## src/sv/osml_queue.sv

```systemverilog
// two-entry queue between the front pipeline and the scaling unit
module osml_queue
#(
    parameter int W = 121
)
(
    input  logic         clk,
    input  logic         rst_n,
    input  logic         push_valid,
    output logic         push_ready,
    input  logic [W-1:0] push_data,
    output logic         pop_valid,
    input  logic         pop_ready,
    output logic [W-1:0] pop_data
);

    logic [W-1:0] mem [2];
    logic         wp_reg, rp_reg;
    logic [1:0]   cnt_reg;
    logic         do_push, do_pop;

    assign push_ready = (cnt_reg != 2'd2);
    assign pop_valid  = (cnt_reg != 2'd0);
    assign do_push    = push_valid && push_ready;
    assign do_pop     = pop_valid && pop_ready;
    assign pop_data   = mem[rp_reg];

    always_ff @(posedge clk)
    begin
        if (do_push)
        begin
            mem[wp_reg] <= push_data;
        end
    end

    always_ff @(posedge clk or negedge rst_n)
    begin
        if (!rst_n)
        begin
            wp_reg  <= 1'b0;
            rp_reg  <= 1'b0;
            cnt_reg <= 2'd0;
        end
        else
        begin
            if (do_push)
            begin
                wp_reg <= !wp_reg;
            end
            if (do_pop)
            begin
                rp_reg <= !rp_reg;
            end
            cnt_reg <= cnt_reg + 2'(do_push) - 2'(do_pop);
        end
    end

endmodule

```

## config.mk

```make
export PLATFORM = sky130hd
export DESIGN_NAME = osml_queue
export DESIGN_NICKNAME = d
export VERILOG_FILES = /design/src/sv/osml_queue.sv
export SDC_FILE = /design/constraint.sdc
export NUM_CORES = 1
export LEC_CHECK = 0
export BUFFER_PORTS_ARGS = -buffer_cell sky130_fd_sc_hd__buf_2
export CORE_MARGIN = 2
export CORE_UTILIZATION = 56
export DETAILED_ROUTE_END_ITERATION = 10
export PLACE_DENSITY = 0.84
export SLEW_MARGIN = 40
export SYNTH_ARGS = -nofsm -noshare
export SYNTH_HDL_FRONTEND = slang
export SYNTH_SLANG_ARGS = --single-unit
```

## constraint.sdc

```tcl
create_clock -name clk -period 11 [get_ports clk]
set_clock_uncertainty 0.1 [all_clocks]
set_input_delay 2.75 -clock clk [delete_from_list [all_inputs] [get_ports clk]]
set_output_delay 2.75 -clock clk [all_outputs]
set_load 0.1 [all_outputs]
```

* Word-level counts from Yosys, hierarchy flattened *
Memory sizes are Yosys's and may differ from the RTL's.
Index checks and enable logic that the tools add are counted.

storage, ports and cells
  output and inout port bits = 123
  bits in writable memories = 242
  bits of input ports = 125
  word-level logic and storage cells = 14
  bits in read-only memories = 0
  memories = 1
  register bits after elaboration = 4
  bits in latches = 0

cells by class
  reductions and logical operators = 5
  multiplexer cells = 2
  $mul = 0
  bitwise gates (word level) = 0
  equality and inequality tests = 1
  add/subtract/negate cells = 2
  shifts and indexed selects = 0
  divide/modulo/power cells = 0
  order comparisons = 0

memories
  name  words  bits a word  read ports  clocked after Yosys merged registers in  write ports  line  source
  mem   2      121          1           0                                        1            17    logic [W-1:0] mem [2];

operators by type and width
  operator                                      count
  2-bit by 1-bit adder with 2-bit output        1
  1-bit logical AND                             2
  1-bit logical NOT                             2
  1-bit two-way mux                             2
  2-bit inequality test, second input constant  1
  2-bit nonzero test                            1
  2-bit by 1-bit subtractor with 2-bit output   1

* Depth between registers and ports, before layout *
  depth after elaboration = 4
  mapped depth = 5
  depth with buffers taken out = 5

* Least setup slack after synthesis *
Ideal clock, no wire load.

  path kind = input to register
  start point = in push_valid
  end point = mem mem[0][0] (enable)
  setup time = 0.603 ns
  cell stages on the path = 2
  buffers on the path = 0
  data arrival time = 7.902 ns
  data required time = 10.297 ns
  path slack = 2.395 ns
  cells stage by stage = nand2_1 nor2_1

on the way
  cells in the longest elaborated chain, start to end = 3

ends and longest elaborated chain
  item                                     line  source
  start, declared                          9     input logic push_valid,
  1-bit logical AND                        24    assign do_push = push_valid && push_ready;
  1-bit two-way mux                        30    if (do_push)
  1-bit two-way mux (not written as such)  32    mem[wp_reg] <= push_data;
  end, declared                            17

Every way passes these cells.

* Final worst setup path *
  start point = reg rp_reg
  end point = out pop_data[79]

on the way
  cells in the longest elaborated chain, start to end = 1

ends and longest elaborated chain
  item                    line  source
  start, declared         18    logic wp_reg, rp_reg;
  start signal, assigned  52    rp_reg <= !rp_reg;
  memory 2 x 121 bit      --
  end, declared           14    output logic [W-1:0] pop_data

Every way passes these cells.

==> impl_metrics.tcl <==
set metrics [dict create \
    ys_types 20 \
    clkSinkCount 246 \
    status "complete, no violations" \
    dieArea_sq_um 17600 \
    design_area_sq_um 11500 \
    relSlewSlack_pct 49.5 \
    nNetsFinal 789 \
    yosysSeqAreaShare_pct 79.3 \
    io_pins 248 \
    initial_core_util_pct 56.6 \
    cts_tree "done" \
    largest_reg_flops 242 \
    finalSetupViolCount 0 \
    postCtsResizedCells 0 \
    ys_warn_count 0 \
    rsz0062_at_grt "no" \
    antenna_found_initial 2 \
    worst_pin_slew_ns 0.758 \
    htree_levels 1 \
    cp_slowest_cell "dfrtp_4" \
    initialDrtViolationCount 296 \
    syn_area_sq_um 9290 \
    cts_buffers 24 \
    synth-seq-cells 246 \
    path_buf_inv 2 \
    final_util_pct 70.2 \
    crit_family "buffers and inverters" \
    gp_congestion 0.728 \
    root_buffer "clkbuf_16" \
    clkSlewWorstSetupHoldPaths_ns 0.06 \
    drcViolationCount 0 \
    hold_class "reg -> reg" \
    insertion_delay_ns 0.50 \
    rr_startpoint "cnt_reg[0]$_DFF_PN0_" \
    postCtsSetupBuffers 0 \
    dp_hpwl_microns 11400 \
    routed_wl_microns 17100 \
    slew_violations 0 \
    reg2reg_setup_slack_ns 8.52 \
    area_growth_pct 24.0 \
    core_sq_um 16400 \
    crit_type "reg -> out" \
    cts_max_path_buffers 3 \
    required_ns 8.15 \
    r2r_cells 3 \
    dieWidth_microns 133 \
    final_hold_viol_count 0 \
    gr-total-overflow 0 \
    min_period_ns 5.57 \
    cp.arrival_ns 2.72 \
    syn_area_per_cell_sq_um 23.3 \
    core.rowCount 47 \
    final_layout_size_suffix_gt1_share_pct 60.0 \
    fmax_ghz 0.180 \
    drt-vias-per-instance 5.19 \
    startpoint "rp_reg$_DFFE_PN0P_" \
    portBuffers 247 \
    end_kind "output pin" \
    placed_cell_area_sq_um 10700 \
    cp_max_fo 56 \
    syn_inst 399 \
    path_depth 3 \
    fin_crit_sh_pct 50.6 \
    maxCapViolCount 0 \
    hold_buffers 0 \
    detail-route-antenna-nets 0 \
    crit_path_cell_trace "buf_6 -> mux2_4 -> buf_2" \
    grt_pass1_vias 4965 \
    fin_tns_setup_ns 0 \
    synth.net_count 525 \
    wl_per_cell_microns 19.0 \
    critPathCapture "pop_data[79]" \
    track_usage_pct 19.0 \
    nFillCells 1019 \
    yosys-top-cells-area "edfxtp_1 (78%), mux2_4 (13%), mux2_2 (5.0%)" \
    cpPeakStageDelay_ns 0.77 \
    grt_pass1_wl_microns 26100 \
    r2r_end "mem[1][100]$_DFFE_PP_" \
    num_vias 4685 \
    die_h_microns 133 \
    synth_top_area_share_pct 78.2 \
    synth_top_cell_by_area "edfxtp_1" \
    drtPass1Iterations 4 \
    grt_max_degree 71 \
    start_kind "register" \
]
-- metrics by stage --
stage,instances,hold WS (ns),setup WS [ns]
after floorplan,399,0.360,2.39
after global placement,856,0.434,5.38
after detailed placement,857,0.457,5.98
after CTS,900,0.467,5.43
after global routing,902,0.477,5.34
final,902,0.460,5.43
-- synthesized netlist by cell type (all sizes together) --
library cell / count
nor2: 3
ha: 1
mux2: 121
nor2b: 1
nand2: 2
dfrtp: 4
or2: 1
o21ai: 1
buf: 14
o21ba: 1
and3: 1
edfxtp: 242
nor4bb: 1
nand3: 1
xnor2: 3
nand2b: 1
a311oi: 1
-- per-layer routing --
metal,routed length (microns),share of wire (%),track usage [%]
met1,6710,39,23.7
met2,8620,50,32.8
met3,1280,7.5,4.18
met4,531,3.1,7.05
met5,0,0,0
-- worst min path at each step --
stage | from | end | slack [ns] | depth (start not counted)
after global routing | wp_reg$_DFFE_PN0P_ | wp_reg$_DFFE_PN0P_ | 0.48 | 1
after global placement | wp_reg$_DFFE_PN0P_ | wp_reg$_DFFE_PN0P_ | 0.43 | 1
final | wp_reg$_DFFE_PN0P_ | wp_reg$_DFFE_PN0P_ | 0.46 | 1
after detailed placement | wp_reg$_DFFE_PN0P_ | wp_reg$_DFFE_PN0P_ | 0.46 | 1
after floorplan | wp_reg$_DFFE_PN0P_ | wp_reg$_DFFE_PN0P_ | 0.36 | 1
after CTS | wp_reg$_DFFE_PN0P_ | wp_reg$_DFFE_PN0P_ | 0.47 | 1
-- cell type report --
class / instances / area (sq um) / area share, %
clock inverters: 11 / 123 / 1.06
repair buffers: 252 / 1300 / 11.3
diodes: 2 / 5.00 / 0.0434
clock buffers: 32 / 652 / 5.66
multi-input cells: 139 / 1800 / 15.6
flip-flops and latches: 246 / 7370 / 64.0
well taps: 220 / 275 / 2.39
-- placed cells by master, fill, tap and decap left out, types with 2 or more instances in the layout --
master and count:
nand2_1 2, edfxtp_1 242, clkbuf_1 7, buf_6 3, dfrtp_1 3, mux2_4 80
xnor2_1 3, buf_2 247, clkbuf_16 25, bufinv_16 3, clkinv_1 6, nor2_1 2
diode_2 2, clkinv_2 2, mux2_2 41
-- kinds of logic (layout without fill, tap and decap cells) --
family / after synthesis / in the layout / share of synthesized area, %
flops: 246 / 246 / 79.3
buf+inv: 14 / 295 / 1.47
mux: 121 / 121 / 17.9
fa+ha+maj: 1 / 1 / 0.135
other cells: 0 / 2 / 0
compound gates: 3 / 3 / 0.256
xor+xnor: 3 / 3 / 0.283
simple gates: 11 / 11 / 0.633
Power is not shown: default switching activity piles up to over one toggle a cycle in this logic, so the estimate is an artifact.
