File: src/sv/osml_pkg.sv
// shared constants for the omniwheel speed mixer
package osml_pkg;

    localparam int LIM_W  = 15;
    localparam int COEF_SHIFT = 14;
    localparam int IN_W   = 16;
    localparam int PROD_W = 32;

    // Q1.14 mixing coefficients (magnitudes; signs applied in the sums)
    localparam logic signed [IN_W-1:0] COEF_A = 16'sd13255;
    localparam logic signed [IN_W-1:0] COEF_B = 16'sd9631;
    localparam logic signed [IN_W-1:0] COEF_C = 16'sd10963;
    localparam logic signed [IN_W-1:0] COEF_D = 16'sd12175;

    localparam logic [LIM_W-1:0] SPEED_LIMIT_RST    = 15'd640;
    localparam logic [LIM_W-1:0] ROTATION_LEVER_RST = 15'd21760;

    localparam logic ADDR_SPEED_LIMIT    = 1'b0;
    localparam logic ADDR_ROTATION_LEVER = 1'b1;

endpackage

File: src/sv/osml_front.sv
// front pipeline: mixing products, raw wheel speeds, peak magnitude and limit check
module osml_front
    import osml_pkg::*;
#(
    parameter int FRAC_BITS = 8,
    parameter int RAW_W     = 24
)
(
    input  logic                    clk,
    input  logic                    rst_n,
    input  logic                    in_valid,
    output logic                    in_ready,
    input  logic signed [IN_W-1:0]  vel_x,
    input  logic signed [IN_W-1:0]  vel_y,
    input  logic signed [IN_W-1:0]  turn_rate,
    input  logic [LIM_W-1:0]        speed_limit,
    input  logic [LIM_W-1:0]        rotation_lever,
    output logic                    out_valid,
    input  logic                    out_ready,
    output logic [5*RAW_W:0]        out_entry
);

    logic adv;
    logic v1_reg, v2_reg, v3_reg;

    logic signed [PROD_W-1:0] pax_reg, pby_reg, pcx_reg, pdy_reg, ptr_reg;
    logic signed [RAW_W-1:0]  w_reg [4];
    logic signed [RAW_W-1:0]  w_next [4];
    logic [5*RAW_W:0]         entry_reg, entry_next;

    logic signed [PROD_W-1:0] sum [4];
    logic signed [PROD_W-1:0] turn;
    logic [RAW_W-1:0]         mg [4];
    logic [RAW_W-1:0]         m01, m23, mx;

    assign adv      = !v3_reg || out_ready;
    assign in_ready = adv;

    always_ff @(posedge clk or negedge rst_n)
    begin
        if (!rst_n)
        begin
            v1_reg <= 1'b0;
            v2_reg <= 1'b0;
            v3_reg <= 1'b0;
        end
        else if (adv)
        begin
            v1_reg <= in_valid;
            v2_reg <= v1_reg;
            v3_reg <= v2_reg;
        end
    end

    always_comb
    begin
        sum[0] =  pax_reg + pby_reg;
        sum[1] = -pax_reg + pby_reg;
        sum[2] = -pcx_reg - pdy_reg;
        sum[3] =  pcx_reg - pdy_reg;
        turn   = ptr_reg >>> FRAC_BITS;
        for (int i = 0; i < 4; i++)
        begin
            w_next[i] = RAW_W'(sum[i] >>> COEF_SHIFT) + RAW_W'(turn);
        end
    end

    always_comb
    begin
        for (int i = 0; i < 4; i++)
        begin
            mg[i] = w_reg[i][RAW_W-1] ? RAW_W'(-w_reg[i]) : RAW_W'(w_reg[i]);
        end
        m01 = (mg[0] > mg[1]) ? mg[0] : mg[1];
        m23 = (mg[2] > mg[3]) ? mg[2] : mg[3];
        mx  = (m01 > m23) ? m01 : m23;
        entry_next = {(mx > RAW_W'(speed_limit)), mx,
                      w_reg[3], w_reg[2], w_reg[1], w_reg[0]};
    end

    always_ff @(posedge clk)
    begin
        if (adv)
        begin
            pax_reg <= PROD_W'(vel_x) * PROD_W'(COEF_A);
            pby_reg <= PROD_W'(vel_y) * PROD_W'(COEF_B);
            pcx_reg <= PROD_W'(vel_x) * PROD_W'(COEF_C);
            pdy_reg <= PROD_W'(vel_y) * PROD_W'(COEF_D);
            ptr_reg <= PROD_W'(turn_rate) * $signed({{(PROD_W-LIM_W){1'b0}}, rotation_lever});
            for (int i = 0; i < 4; i++)
            begin
                w_reg[i] <= w_next[i];
            end
            entry_reg <= entry_next;
        end
    end

    assign out_valid = v3_reg;
    assign out_entry = entry_reg;

endmodule

File: config.mk
export PLATFORM = sky130hd
export DESIGN_NAME = osml_front
export DESIGN_NICKNAME = d
export VERILOG_FILES = /design/src/sv/osml_pkg.sv /design/src/sv/osml_front.sv
export SDC_FILE = /design/constraint.sdc
export NUM_CORES = 2
export LEC_CHECK = 0
export BUFFER_PORTS_ARGS = -buffer_cell sky130_fd_sc_hd__buf_4
export CAP_MARGIN = 0
export CORE_ASPECT_RATIO = 1.2
export CORE_UTILIZATION = 40
export CTS_BUF_LIST = sky130_fd_sc_hd__clkbuf_4 sky130_fd_sc_hd__clkbuf_8 sky130_fd_sc_hd__clkbuf_16
export CTS_CLUSTER_DIAMETER = 60
export DETAILED_ROUTE_END_ITERATION = 10
export PLACE_DENSITY_LB_ADDON = 0.3
export SYNTH_ARGS = -nofsm -noshare
export SYNTH_HDL_FRONTEND = slang
export SYNTH_SLANG_ARGS = --single-unit
File: constraint.sdc
create_clock -name clk -period 27.4 [get_ports clk]
set_input_delay 4.11 -clock clk [delete_from_list [all_inputs] [get_ports clk]]
set_output_delay 4.11 -clock clk [all_outputs]
set_load 0.05 [all_outputs]
-- Word level (Yosys, flattened, before mapping)
Memory sizes are Yosys's and may differ from the RTL's.
Cells that the tools add are included.
- flip-flop bits (word level): 284
- latch bits: 0
- memory bits (writable): 96
- bits in read-only memories: 0
- bits of input ports: 82
- output and inout port bits: 123
- logic and storage cells: 44
- memories kept: 1
- memories (name ; depth ; width ; rd ports ; clocked after Yosys merged registers in ; write ports ; RTL line ; text):
    w_reg ; 4 ; 24 ; 4 ; 0 ; 4 ; osml_front.sv:27 ; logic signed [RAW_W-1:0] w_reg [4];
- add/subtract/negate cells: 14
- multiply operators: 5
- div/mod/pow operators: 0
- magnitude comparators: 4
- equal/unequal tests: 0
- shifts and indexed selects: 0
- muxes and demuxes: 9
- bitwise gates (word level): 0
- reduce and logical (&&, ||, !) cells: 2
- operator list (kind ; count):
    two-way mux 24 bit ; 7
    multiplier 16 x 15 -> 31 bit, second input constant ; 4
    adder 18 x 24 -> 24 bit ; 4
    negator 24 bit ; 4
    > comparator 24 bit ; 3
    adder 32 bit ; 2
    negator 32 bit ; 2
    subtractor 32 bit ; 2
    multiplier 16 x 16 -> 32 bit ; 1
    > comparator 24 x 15 -> 1 bit ; 1
    two-way mux 1 bit ; 2
    logical NOT 1 bit ; 1
    logical OR 1 bit ; 1

-- Longest topological paths before layout
- depth after elaboration: 7
- gate-level depth with buffers: 45
- mapped depth without buffers: 41

-- Worst setup path before layout
OpenSTA, ideal clock, no wires.
- path kind: input port to output port
- start: in out_ready
- end: out in_ready
- arrival: 13.092 ns
- data required time: 23.290 ns
- slack: 10.198 ns
- stages on the path: 1
- path buffers: 0
- cells stage by stage: nand2b_1
- cells in the longest elaborated chain, start to end: 1
- RTL lines (element ; RTL line ; text):
    start: declaration ; osml_front.sv:19 ; input logic out_ready,
    logical OR 1 bit ; osml_front.sv:36 ; assign adv = !v3_reg || out_ready;
    end: declaration ; osml_front.sv:12 ; output logic in_ready,
Every way passes these cells.

-- Worst setup path after layout
- start: in vel_y[15]
- end: reg pby_reg[30] (data pin)
- cells in the longest elaborated chain, start to end: 1
- RTL lines (element ; RTL line ; text):
    start: declaration ; osml_front.sv:14 ; input logic signed [IN_W-1:0] vel_y,
    multiplier 16 x 15 -> 31 bit ; osml_front.sv:86 ; pby_reg <= PROD_W'(vel_y) * PROD_W'(COEF_B);
    end signal: assignment ; osml_front.sv:86 ;
    end: declaration ; osml_front.sv:26 ; logic signed [PROD_W-1:0] pax_reg, pby_reg, pcx_reg, pdy_reg, ptr_reg;
Every way passes these cells.
A chain may end at the register's enable or synchronous reset.

==> impl_metrics.tcl <==
set metrics [dict create \
    status "finished, violations left" \
    violations "design-rule violations" \
    crit_family "adder cells" \
    r2r_cells 40 \
    synth-edff-count 359 \
    ys.flop_type "edfxtp_1" \
    setup_slack_ns 16.97 \
    cts.sinks 362 \
    syn_area_um2 51240 \
    fmax_mhz 95.88 \
    yosysWarnings 0 \
    grt_max_degree 160 \
    grt_pass1_wl_um 198500 \
    path_buf_inv 6 \
    cp_slowest_cell "buf_4" \
    h-tree-depth 2 \
    cap_viol_max_count 0 \
    ant_nets 0 \
    wl_um 125600 \
    largest_register_ffs 121 \
    yosysTopAreaCellShare_pct 24.81 \
    hold_path_depth 1 \
    cp.required_ns 27.73 \
    hold_class "flip-flop to flip-flop" \
    grt_setup_unrepaired "no" \
    arrival_ns 10.76 \
    worstMarginPinSlew_ns 1.143 \
    numCtsBuffers 49 \
    io_buffers 204 \
    hold_slack_ns 0.4662 \
    place_congestion 0.9239 \
    io_pins 205 \
    path_max_fanout 52 \
    stdcell_area_um2 56390 \
    drt_first_iter_violations 2010 \
    fin_crit_ns 10.43 \
    synth_nets 6523 \
    drv_slew 0 \
    startpoint_type "input pin" \
    grt_pass1_vias 36397 \
    core.rowCount 143 \
    drt_first_pass_iters 11 \
    syn_area_per_cell_um2 10.24 \
    cts_buffer_depth 3 \
    critPathMaxStageDelay_ns 0.64 \
    vias 35106 \
    cts_hold_buf 0 \
    cts_tree "done" \
    async_reset_ff_share_pct 0.8287 \
    cp.depth 25 \
    clock_latency_ns 0.60 \
    fin_crit_sh_pct 38.07 \
    coreArea_um2 126900 \
    track_usage_pct 19.58 \
    cts-root-buf "clkbuf_16" \
    dp_worst_setup_slack_ns 16.36 \
    drcViolationCount 48 \
    ys_ff_latch 362 \
    dieArea_um2 129500 \
    cp_common_cell "fa_1" \
    worstSetupPathType "input pin to flip-flop" \
    area_delta_synth_final_pct 10.07 \
    ys_seq_area_share_pct 21.19 \
    vias_per_cell 5.078 \
    hold_viol_final 0 \
    setup_viol 0 \
    syn_inst 5005 \
    crit_path_end_kind "flip-flop" \
    ys_types 84 \
    initial_core_util_pct 40.39 \
    fin_setup_tns_ns 0 \
    ctsResizeCount 0 \
    synth_top_area_cell "fa_1" \
    antenna_found_initial 10 \
    fp.dieW_um 328.7 \
    drt-wirelength-per-cell_um 18.16 \
    relSlewSlack_pct 22.99 \
    final_nets 6720 \
    hpwl_um 107700 \
    dpl_cell_area_um2 54690 \
    die_y_um 394.1 \
    postCtsSetupRepairBufs 0 \
    synth_area_leaders "fa_1 25%, edfxtp_1 21%, ha_1 20%" \
    clk_pin_slew_ns 0.05 \
    overflow 0 \
    clock_skew_ns 0.02483 \
    drive_above_1_share_pct 7.039 \
]
-- Yosys cell counts (all sizes together) (5+ instances only) --
| master | instances |
|---|---|
| o211ai | 12 |
| nor2b | 42 |
| a31o | 8 |
| or2 | 16 |
| ha | 801 |
| nand2b | 43 |
| inv | 996 |
| or3 | 31 |
| nand3b | 8 |
| a2111oi | 13 |
| a21oi | 223 |
| nor4b | 6 |
| edfxtp | 359 |
| o2111ai | 5 |
| fa | 635 |
| a21o | 98 |
| o21a | 49 |
| and3 | 18 |
| nand2 | 257 |
| and2 | 132 |
| nor2 | 192 |
| a31oi | 15 |
| mux2i | 28 |
| o21ai | 168 |
| buf | 5 |
| nand4 | 26 |
| a211oi | 19 |
| nand3 | 51 |
| xnor2 | 233 |
| o41ai | 12 |
| o31a | 23 |
| clkbuf | 63 |
| o21bai | 43 |
| or4 | 17 |
| o31ai | 40 |
| xor2 | 148 |
| a21boi | 7 |
| mux2 | 24 |
| nor4 | 16 |
| nor3 | 66 |
-- kinds of logic after synthesis --
logic type	Yosys count	share of synthesized area, %
fa+ha+maj	1437	44.39
compound gates	775	9.846
buf+inv	1064	7.819
mux	52	1.075
flops	362	21.19
xor+xnor	381	6.557
simple gates	934	9.124
-- final cells by class --
type	count	area (um^2)
fillers	12080	70460
multi-input cells	3579	36390
flip-flops and latches	362	10860
inverters	996	3739
well taps	1667	2086
repair buffers	214	1619
clock buffers	57	1304
clock inverters	34	387.9
diodes	4	10.01
-- routing by layer --
metal | vias up | wire, um | global-route usage (%)
met5 | - | 64 | 0
met4 | 12 | 5048 | 7.267
met3 | 209 | 4279 | 1.842
met2 | 689 | 63180 | 35.04
met1 | 17185 | 52990 | 24.18
li1 | 17011 | - | -
-- path summary, 6_finish.rpt --
kind,startpoint,endpoint,slack [ns]
setup / recovery,vel_y[15],pby_reg[30],16.97
hold / removal,v2_reg,out_valid,0.47
setup reg to reg,w_reg[3][3],out_entry[120],18.09
hold reg to reg,v2_reg,out_valid,0.47
max in group asynchronous,rst_n,v1_reg,24.01
min in group asynchronous,rst_n,out_valid,3.29
-- stage by stage --
step                util, %  std cells
finish                44.46       6913
CTS                   44.45       6909
global route          44.45       6912
global placement      43.11       6818
detailed placement    43.11       6818
floorplan                 -       5005
-- cell usage in the layout, fill, tap and decap left out, drive strengths merged, types with 15 or more instances in the layout --
master  instances
clkinv         16
a21oi         223
and2          132
or2            16
fa            635
nand3          51
nand2         257
clkbuf         57
inv          1007
a211oi         19
nand4          26
ha            801
edfxtp        359
nor2b          42
and3           18
a31oi          15
a21o           98
nor2          192
mux2i          28
nor3           66
nor4           16
xor2          148
o21bai         43
xnor2         233
or4            17
mux2           24
o21a           49
o21ai         168
o31ai          40
nand2b         43
buf           214
o31a           23
or3            31
Power is left out: the tool's default activity adds up to more than one toggle a clock period on the data nets, which glitch-free logic cannot reach.
