`src/sv/osml_pkg.sv`:
```
// shared constants for the omniwheel speed mixer
package osml_pkg;

    localparam int LIM_W  = 15;
    localparam int COEF_SHIFT = 14;
    localparam int IN_W   = 16;
    localparam int PROD_W = 32;

    // Q1.14 mixing coefficients (magnitudes; signs applied in the sums)
    localparam logic signed [IN_W-1:0] COEF_A = 16'sd13255;
    localparam logic signed [IN_W-1:0] COEF_B = 16'sd9631;
    localparam logic signed [IN_W-1:0] COEF_C = 16'sd10963;
    localparam logic signed [IN_W-1:0] COEF_D = 16'sd12175;

    localparam logic [LIM_W-1:0] SPEED_LIMIT_RST    = 15'd640;
    localparam logic [LIM_W-1:0] ROTATION_LEVER_RST = 15'd21760;

    localparam logic ADDR_SPEED_LIMIT    = 1'b0;
    localparam logic ADDR_ROTATION_LEVER = 1'b1;

endpackage

```
`src/sv/osml_back.sv`:
```
// back end: scales limited commands by limit/max with four bit-serial dividers
module osml_back
    import osml_pkg::*;
#(
    parameter int RAW_W = 24
)
(
    input  logic                   clk,
    input  logic                   rst_n,
    input  logic                   in_valid,
    output logic                   in_ready,
    input  logic [5*RAW_W:0]       in_entry,
    input  logic [LIM_W-1:0]       speed_limit,
    output logic                   out_valid,
    input  logic                   out_ready,
    output logic signed [IN_W-1:0] wheel_out [4],
    output logic                   limited_out
);

    localparam int MP_W  = RAW_W + LIM_W;
    localparam int CNT_W = $clog2(LIM_W + 2);

    localparam logic [1:0] ST_IDLE = 2'd0;
    localparam logic [1:0] ST_MUL  = 2'd1;
    localparam logic [1:0] ST_DIV  = 2'd2;
    localparam logic [1:0] ST_DONE = 2'd3;

    logic [1:0]       state_reg, state_next;
    logic [CNT_W-1:0] cnt_reg, cnt_next;

    logic             out_valid_reg, out_valid_next;
    logic signed [IN_W-1:0] wheel_reg [4];
    logic signed [IN_W-1:0] wheel_next [4];
    logic             lim_reg, lim_next;

    logic [RAW_W-1:0] mag_reg [4];
    logic             neg_reg [4];
    logic [RAW_W-1:0] max_reg;
    logic [MP_W-1:0]  prod_reg [4];
    logic [RAW_W:0]   rem_reg [4];
    logic [LIM_W-1:0] quo_reg [4];

    logic signed [RAW_W-1:0] ew [4];
    logic [RAW_W-1:0] emax;
    logic             elim;
    logic             out_free;
    logic             take;
    logic [RAW_W:0]   rem_sh [4];
    logic             qbit [4];

    always_comb
    begin
        for (int i = 0; i < 4; i++)
        begin
            ew[i] = in_entry[i*RAW_W +: RAW_W];
        end
        emax = in_entry[4*RAW_W +: RAW_W];
        elim = in_entry[5*RAW_W];
    end

    assign out_free = !out_valid_reg || out_ready;

    always_comb
    begin
        for (int i = 0; i < 4; i++)
        begin
            rem_sh[i] = {rem_reg[i][RAW_W-1:0], prod_reg[i][LIM_W-1]};
            qbit[i]   = (rem_sh[i] >= {1'b0, max_reg});
        end
    end

    always_comb
    begin
        state_next     = state_reg;
        cnt_next       = cnt_reg;
        take           = 1'b0;
        out_valid_next = out_valid_reg && !out_ready;
        lim_next       = lim_reg;
        for (int i = 0; i < 4; i++)
        begin
            wheel_next[i] = wheel_reg[i];
        end
        unique case (state_reg)
            ST_IDLE:
            begin
                if (in_valid)
                begin
                    if (!elim)
                    begin
                        if (out_free)
                        begin
                            take           = 1'b1;
                            out_valid_next = 1'b1;
                            lim_next       = 1'b0;
                            for (int i = 0; i < 4; i++)
                            begin
                                wheel_next[i] = IN_W'(ew[i]);
                            end
                        end
                    end
                    else
                    begin
                        take       = 1'b1;
                        state_next = ST_MUL;
                    end
                end
            end
            ST_MUL:
            begin
                state_next = ST_DIV;
                cnt_next   = CNT_W'(LIM_W + 1);
            end
            ST_DIV:
            begin
                cnt_next = cnt_reg - 1'b1;
                if (cnt_reg == CNT_W'(1))
                begin
                    state_next = ST_DONE;
                end
            end
            ST_DONE:
            begin
                if (out_free)
                begin
                    out_valid_next = 1'b1;
                    lim_next       = 1'b1;
                    state_next     = ST_IDLE;
                    for (int i = 0; i < 4; i++)
                    begin
                        wheel_next[i] = neg_reg[i] ? -$signed({1'b0, quo_reg[i]})
                                                   :  $signed({1'b0, quo_reg[i]});
                    end
                end
            end
            default:
            begin
                state_next = ST_IDLE;
            end
        endcase
    end

    assign in_ready = take;

    always_ff @(posedge clk or negedge rst_n)
    begin
        if (!rst_n)
        begin
            state_reg     <= ST_IDLE;
            cnt_reg       <= '0;
            out_valid_reg <= 1'b0;
        end
        else
        begin
            state_reg     <= state_next;
            cnt_reg       <= cnt_next;
            out_valid_reg <= out_valid_next;
        end
    end

    always_ff @(posedge clk)
    begin
        lim_reg <= lim_next;
        for (int i = 0; i < 4; i++)
        begin
            wheel_reg[i] <= wheel_next[i];
        end
        if (take)
        begin
            max_reg <= emax;
            for (int i = 0; i < 4; i++)
            begin
                neg_reg[i] <= ew[i][RAW_W-1];
                mag_reg[i] <= ew[i][RAW_W-1] ? RAW_W'(-ew[i]) : RAW_W'(ew[i]);
            end
        end
        if (state_reg == ST_MUL)
        begin
            for (int i = 0; i < 4; i++)
            begin
                prod_reg[i] <= MP_W'(mag_reg[i]) * MP_W'(speed_limit);
                rem_reg[i]  <= '0;
                quo_reg[i]  <= '0;
            end
        end
        else if (state_reg == ST_DIV)
        begin
            for (int i = 0; i < 4; i++)
            begin
                if (cnt_reg == CNT_W'(LIM_W + 1))
                begin
                    // first step loads the high part, which is already below max
                    rem_reg[i] <= (RAW_W+1)'(prod_reg[i] >> LIM_W);
                end
                else
                begin
                    prod_reg[i] <= prod_reg[i] << 1;
                    quo_reg[i]  <= {quo_reg[i][LIM_W-2:0], qbit[i]};
                    rem_reg[i]  <= qbit[i] ? (rem_sh[i] - {1'b0, max_reg}) : rem_sh[i];
                end
            end
        end
    end

    assign out_valid   = out_valid_reg;
    assign limited_out = lim_reg;
    always_comb
    begin
        for (int i = 0; i < 4; i++)
        begin
            wheel_out[i] = wheel_reg[i];
        end
    end

endmodule

```
`config.mk`:
```
export PLATFORM = sky130hd
export DESIGN_NAME = osml_back
export DESIGN_NICKNAME = d
export VERILOG_FILES = /design/src/sv/osml_pkg.sv /design/src/sv/osml_back.sv
export SDC_FILE = /design/constraint.sdc
export NUM_CORES = 2
export LEC_CHECK = 0
export BUFFER_PORTS_ARGS = -buffer_cell sky130_fd_sc_hd__buf_2
export CAP_MARGIN = 15
export CORE_AREA = 2 2 448 539
export DETAILED_ROUTE_END_ITERATION = 12
export DIE_AREA = 0 0 450 541
export SLEW_MARGIN = 20
export SYNTH_ARGS = -nofsm -noshare
export SYNTH_HDL_FRONTEND = slang
export SYNTH_SLANG_ARGS = --single-unit
```
`constraint.sdc`:
```
create_clock -name clk -period 12.4 [get_ports clk]
set_input_delay 1.86 -clock clk [delete_from_list [all_inputs] [get_ports clk]]
set_output_delay 1.86 -clock clk [all_outputs]
set_load 0.01 [all_outputs]
```
* Word-level counts from Yosys, hierarchy flattened
Memories as Yosys holds them, arrays and structs flattened.
Index checks and enable logic that the tools add are counted.
** Storage, ports and cells
- Bits of input ports :: 140
- Register bits after elaboration :: 33
- Bits in writable memories :: 480
- Memories :: 6
** Memory list
- prod_reg :: words 4, bits a word 39, rd ports 4, clocked after Yosys merged registers in 0, write ports 4, RTL line osml_back.sv:39 : logic [MP_W-1:0] prod_reg [4];
- rem_reg :: words 4, bits a word 25, rd ports 4, clocked after Yosys merged registers in 0, write ports 4, RTL line osml_back.sv:40 : logic [RAW_W:0] rem_reg [4];
- mag_reg :: words 4, bits a word 24, rd ports 4, clocked after Yosys merged registers in 0, write ports 4, RTL line osml_back.sv:36 : logic [RAW_W-1:0] mag_reg [4];
- wheel_reg :: words 4, bits a word 16, rd ports 4, clocked after Yosys merged registers in 0, write ports 4, RTL line osml_back.sv:32 : logic signed [IN_W-1:0] wheel_reg [4];
- quo_reg :: words 4, bits a word 15, rd ports 4, clocked after Yosys merged registers in 0, write ports 4, RTL line osml_back.sv:41 : logic [LIM_W-1:0] quo_reg [4];
- neg_reg :: words 4, bits a word 1, rd ports 4, clocked after Yosys merged registers in 0, write ports 4, RTL line osml_back.sv:37 : logic neg_reg [4];
** Cells by class
- Eq/ne operators :: 11
- Multiplexer cells :: 64
- Order comparisons :: 4
- Multipliers :: 4
- Bitwise gates (word level) :: 16
- $add $sub $neg :: 13
- Reduce and logical (&&, ||, !) cells :: 9
** Operators with widths (number)
- $mux 25 :: 12
- $mux 64 :: 4
- $mul 24x15->39 :: 4
- $mux 39 :: 4
- $pmux 64 s2 :: 1
- $ge 25x24->1 :: 4
- $sub 25x24->25 :: 4
- $mux 24 :: 4
- $neg 24->24 :: 4
- $mux 16 :: 4
- $neg 15->16 :: 4
- $mux 15 :: 4
- $mux 1 :: 23
- $or 1x1->1 :: 16
- $ne 2x2->1 const B :: 6
- $pmux 5 s2 :: 1
- $mux 2 :: 4
- $pmux 2 s4 :: 1
- $eq 5x1->1 const B :: 1
- $eq 5x5->1 const B :: 1
- $reduce_and 5->1 :: 1
- $sub 5x1->5 const B :: 1
- $eq 2x2->1 const B :: 2
- $pmux 1 s2 :: 2
- 7 further kinds :: 9

* Longest topological paths before layout
- Word-level depth :: 8
- Depth in mapped cells :: 26
- Depth with buffers taken out :: 24

* Worst setup path before layout
OpenSTA, ideal clock, no wires.
- Kind :: input -> output
- From :: input port out_ready
- To :: output port in_ready
- Buffers on the path :: 0
- Data required time :: 10.540 ns
- Setup slack :: 2.482 ns
- Arrival :: 8.058 ns
- Stages on the path :: 2
- Path through :: nor2b_1 -> a21oi_1
** Between the ends
- Word-level cells in the longest chain between the ends :: 5
** Ends and longest elaborated chain
- start: declaration :: RTL line osml_back.sv:15 : input logic out_ready,
- $logic_or 1x1->1 :: RTL line osml_back.sv:61 : assign out_free = !out_valid_reg || out_ready;
- $mux 1 :: RTL line osml_back.sv:90 : if (out_free)
- $mux 1 :: RTL line osml_back.sv:88 : if (!elim)
- $mux 1 :: RTL line osml_back.sv:86 : if (in_valid)
- $mux 1 :: RTL line osml_back.sv:83 : unique case (state_reg)
- end: declaration :: RTL line osml_back.sv:11 : output logic in_ready,
Every way passes these cells.

==> flow_metrics.py <==
metrics = {
    "status": {
        "status": "finished clean",
    },
    "cells_and_area": {
        "syn_to_final_growth_pct": 8.147,
        "multi_input_area_um2": 52110,
        "final_area_um2": 79660,
        "fillers": 24630,
        "drive_above_1_share": 0.05161,
        "largest_register_ffs": 156,
        "seqCellArea_um2": 15210,
        "finalNetCount": 9609,
    },
    "setup_path": {
        "r2r-end": "prod_reg[0][38]",
        "r2r_slack_ns": 5.07,
        "path_max_fanout": 66,
        "reg2reg_depth": 22,
        "crit_type": "primary input to flip-flop",
        "cp-end-kind": "flip-flop",
        "start_kind": "primary input",
        "crit_required_ns": 12.77,
        "r2r-start": "mag_reg[0][9]",
        "arrival_ns": 9.15,
    },
    "clock_tree": {
        "cts_hold_buf": 0,
        "root_buffer": "clkbuf_16",
        "clk_latency_ns": 0.68,
        "clkSlewWorstSetupHoldPaths_ns": 0.07,
        "post-cts-setup-buffers": 0,
        "ctsResizeCount": 0,
        "cts_buffer_depth": 3,
        "numClockSinks": 509,
        "h-tree-depth": 2,
        "numCtsBuffers": 56,
        "cts_tree": "yes",
    },
    "timing": {
        "holdWs_ns": 0.4654,
        "tightest_slew_ns": 1.041,
        "slew_violations": 0,
        "max_freq_ghz": 0.1139,
        "layout_setup_ws_ns": 3.624,
        "min_period_ns": 8.776,
        "hold_viol": 0,
        "fin_setup_tns_ns": 0,
        "relSlewSlack": 0.3057,
        "rsz0062_at_grt": "false",
        "clock_skew_ns": 0.02909,
        "finalSetupViolCount": 0,
        "fin_crit_sh": 0.7077,
    },
    "synthesis": {
        "synthCells": 7878,
        "synth.distinct_cells": 85,
        "yosys_register_bits": 509,
        "ys_seq_area_frac": 0.2066,
        "async_flop_share": 0.01572,
        "synth_nets": 9680,
        "avgSynthCellArea_um2": 9.350,
        "netlist_area_um2": 73660,
        "ys_warn_count": 0,
        "ys.flop_type": "edfxtp_1",
        "synth_edf_count": 498,
    },
    "grt": {
        "antenna_found_initial": 27,
        "grt_max_degree": 161,
        "first_global_vias": 58530,
        "grt_pass1_wl_um": 326800,
        "grt_usage": 0.1671,
        "overflow": 0,
    },
    "place": {
        "dp_hpwl_um": 155400,
        "gp_congestion": 0.8595,
        "post_dp_cell_area_um2": 77750,
        "numPortBuffers": 206,
        "dp_worst_setup_slack_ns": 2.995,
    },
    "floorplanning": {
        "ios": 207,
        "start_util": 0.3087,
        "dieWidth_um": 450,
        "coreArea_um2": 238600,
        "die_h_um": 541,
        "die_area_um2": 243500,
        "row_count": 197,
    },
    "routing": {
        "via_per_inst": 4.947,
        "wl_per_cell_um": 18.49,
        "drcViolationCount": 0,
        "ant_nets": 0,
        "drt_iter0_markers": 3730,
        "wl_um": 204100,
        "firstDrtPassIters": 5,
        "via_count": 54610,
    },
    "min_path": {
        "hold_class": "flip-flop to flip-flop",
        "hold-path-cell-count": 2,
        "holdPathEnd": "prod_reg[1][0]",
        "worstHoldStart": "prod_reg[1][0]",
    },
    "job": {
        "cap_violations": 0,
    },
}
metal layers:
layer | track usage | part of all wire
met4 | 0.05234 | 0.031
met1 | 0.2218 | 0.44
met3 | 0.02659 | 0.062
met2 | 0.2781 | 0.47
met5 | 0 | 0.00068
layout by cell type (no fill, tap or decap), types with 24 or more instances in the layout:
cell type	n
and3_1	24
xor2_1	140
o21a_1	35
buf_2	203
a211oi_1	25
o21ai_0	326
nor2b_1	29
a21oi_1	298
o31ai_1	45
nand3_1	144
nand2b_1	47
buf_4	52
o21bai_1	28
nand4_1	25
and2_1	740
nand2_1	1106
clkbuf_16	57
fa_1	1140
edfxtp_1	498
xnor2_1	205
nor3_1	42
a21o_1	130
a22o_1	24
or3_1	38
nor2_1	217
mux2i_1	34
inv_1	1321
ha_1	518
final cells by class:
class / instances / share of cell area
sequential: 509 / 0.1910
antenna: 7 / 0.0002199
tap: 3184 / 0.05001
multi-input combinational: 5658 / 0.6541
inverter: 1322 / 0.06230
timing repair buffer: 260 / 0.01901
clock buffer: 62 / 0.01814
clock inverter: 37 / 0.005199
worst max path at each step:
stage | from | end | slack [ns] | depth (start not counted)
3_5_place_dp | speed_limit[2] | prod_reg[1][36] | 3.00 | 24
2_1_floorplan | out_ready | in_ready | 2.48 | 2
3_3_place_gp | speed_limit[2] | prod_reg[1][34] | 3.01 | 24
4_1_cts | speed_limit[2] | prod_reg[1][36] | 3.70 | 24
5_1_grt | speed_limit[2] | prod_reg[1][34] | 3.21 | 24
6_report | speed_limit[2] | prod_reg[1][36] | 3.62 | 24
worst max-delay path, cell delays in order:
cell,delay [ns]
buf_2,0.46
buf_4,0.71
and2_1,0.25
fa_1,0.41
inv_1,0.09
fa_1,0.40
inv_1,0.09
fa_1,0.44
fa_1,0.51
fa_1,0.50
inv_1,0.05
fa_1,0.49
inv_1,0.05
ha_1,0.35
a21oi_1,0.17
nand2_1,0.08
a211oi_1,0.54
o211ai_1,0.21
a31oi_1,0.38
o221ai_1,0.25
a31oi_1,0.32
o21ai_0,0.16
xnor2_1,0.14
o21ai_0,0.08
metrics by stage:
stage | utilization | instances
after floorplan | - | 7878
after global placement | 0.3259 | 10930
after detailed placement | 0.3259 | 10930
after CTS | 0.3337 | 11030
after global routing | 0.3338 | 11030
final | 0.3339 | 11040
cell families (layout without fill, tap and decap cells):
family	after synthesis	after routing	share of synthesized area
simple gates	2488	2488	0.1642
compound gates	1116	1116	0.09576
fa+ha+maj	1662	1662	0.3985
buf+inv	1711	1681	0.08733
other cells	0	7	0
flops	509	509	0.2066
xor+xnor	345	345	0.04102
mux	47	47	0.006608
synthesized netlist by cell type (29+ instances only):
| cell | number | area share |
|---|---|---|
| a21o_1 | 130 | 0.013 |
| a21oi_1 | 299 | 0.020 |
| and2_1 | 741 | 0.063 |
| clkbuf_1 | 368 | 0.019 |
| edfxtp_1 | 498 | 0.20 |
| fa_1 | 1140 | 0.31 |
| ha_1 | 522 | 0.089 |
| inv_1 | 1321 | 0.067 |
| mux2i_1 | 34 | 0.0046 |
| nand2_1 | 1107 | 0.056 |
| nand2b_1 | 47 | 0.0040 |
| nand3_1 | 145 | 0.0099 |
| nor2_1 | 217 | 0.011 |
| nor2b_1 | 29 | 0.0025 |
| nor3_1 | 44 | 0.0030 |
| o21a_1 | 35 | 0.0036 |
| o21ai_0 | 326 | 0.022 |
| o31ai_1 | 45 | 0.0046 |
| or3_1 | 38 | 0.0032 |
| xnor2_1 | 205 | 0.024 |
| xor2_1 | 140 | 0.017 |
Power is left out: the tool's default activity adds up to more than one toggle a clock period on the data nets, which glitch-free logic cannot reach.
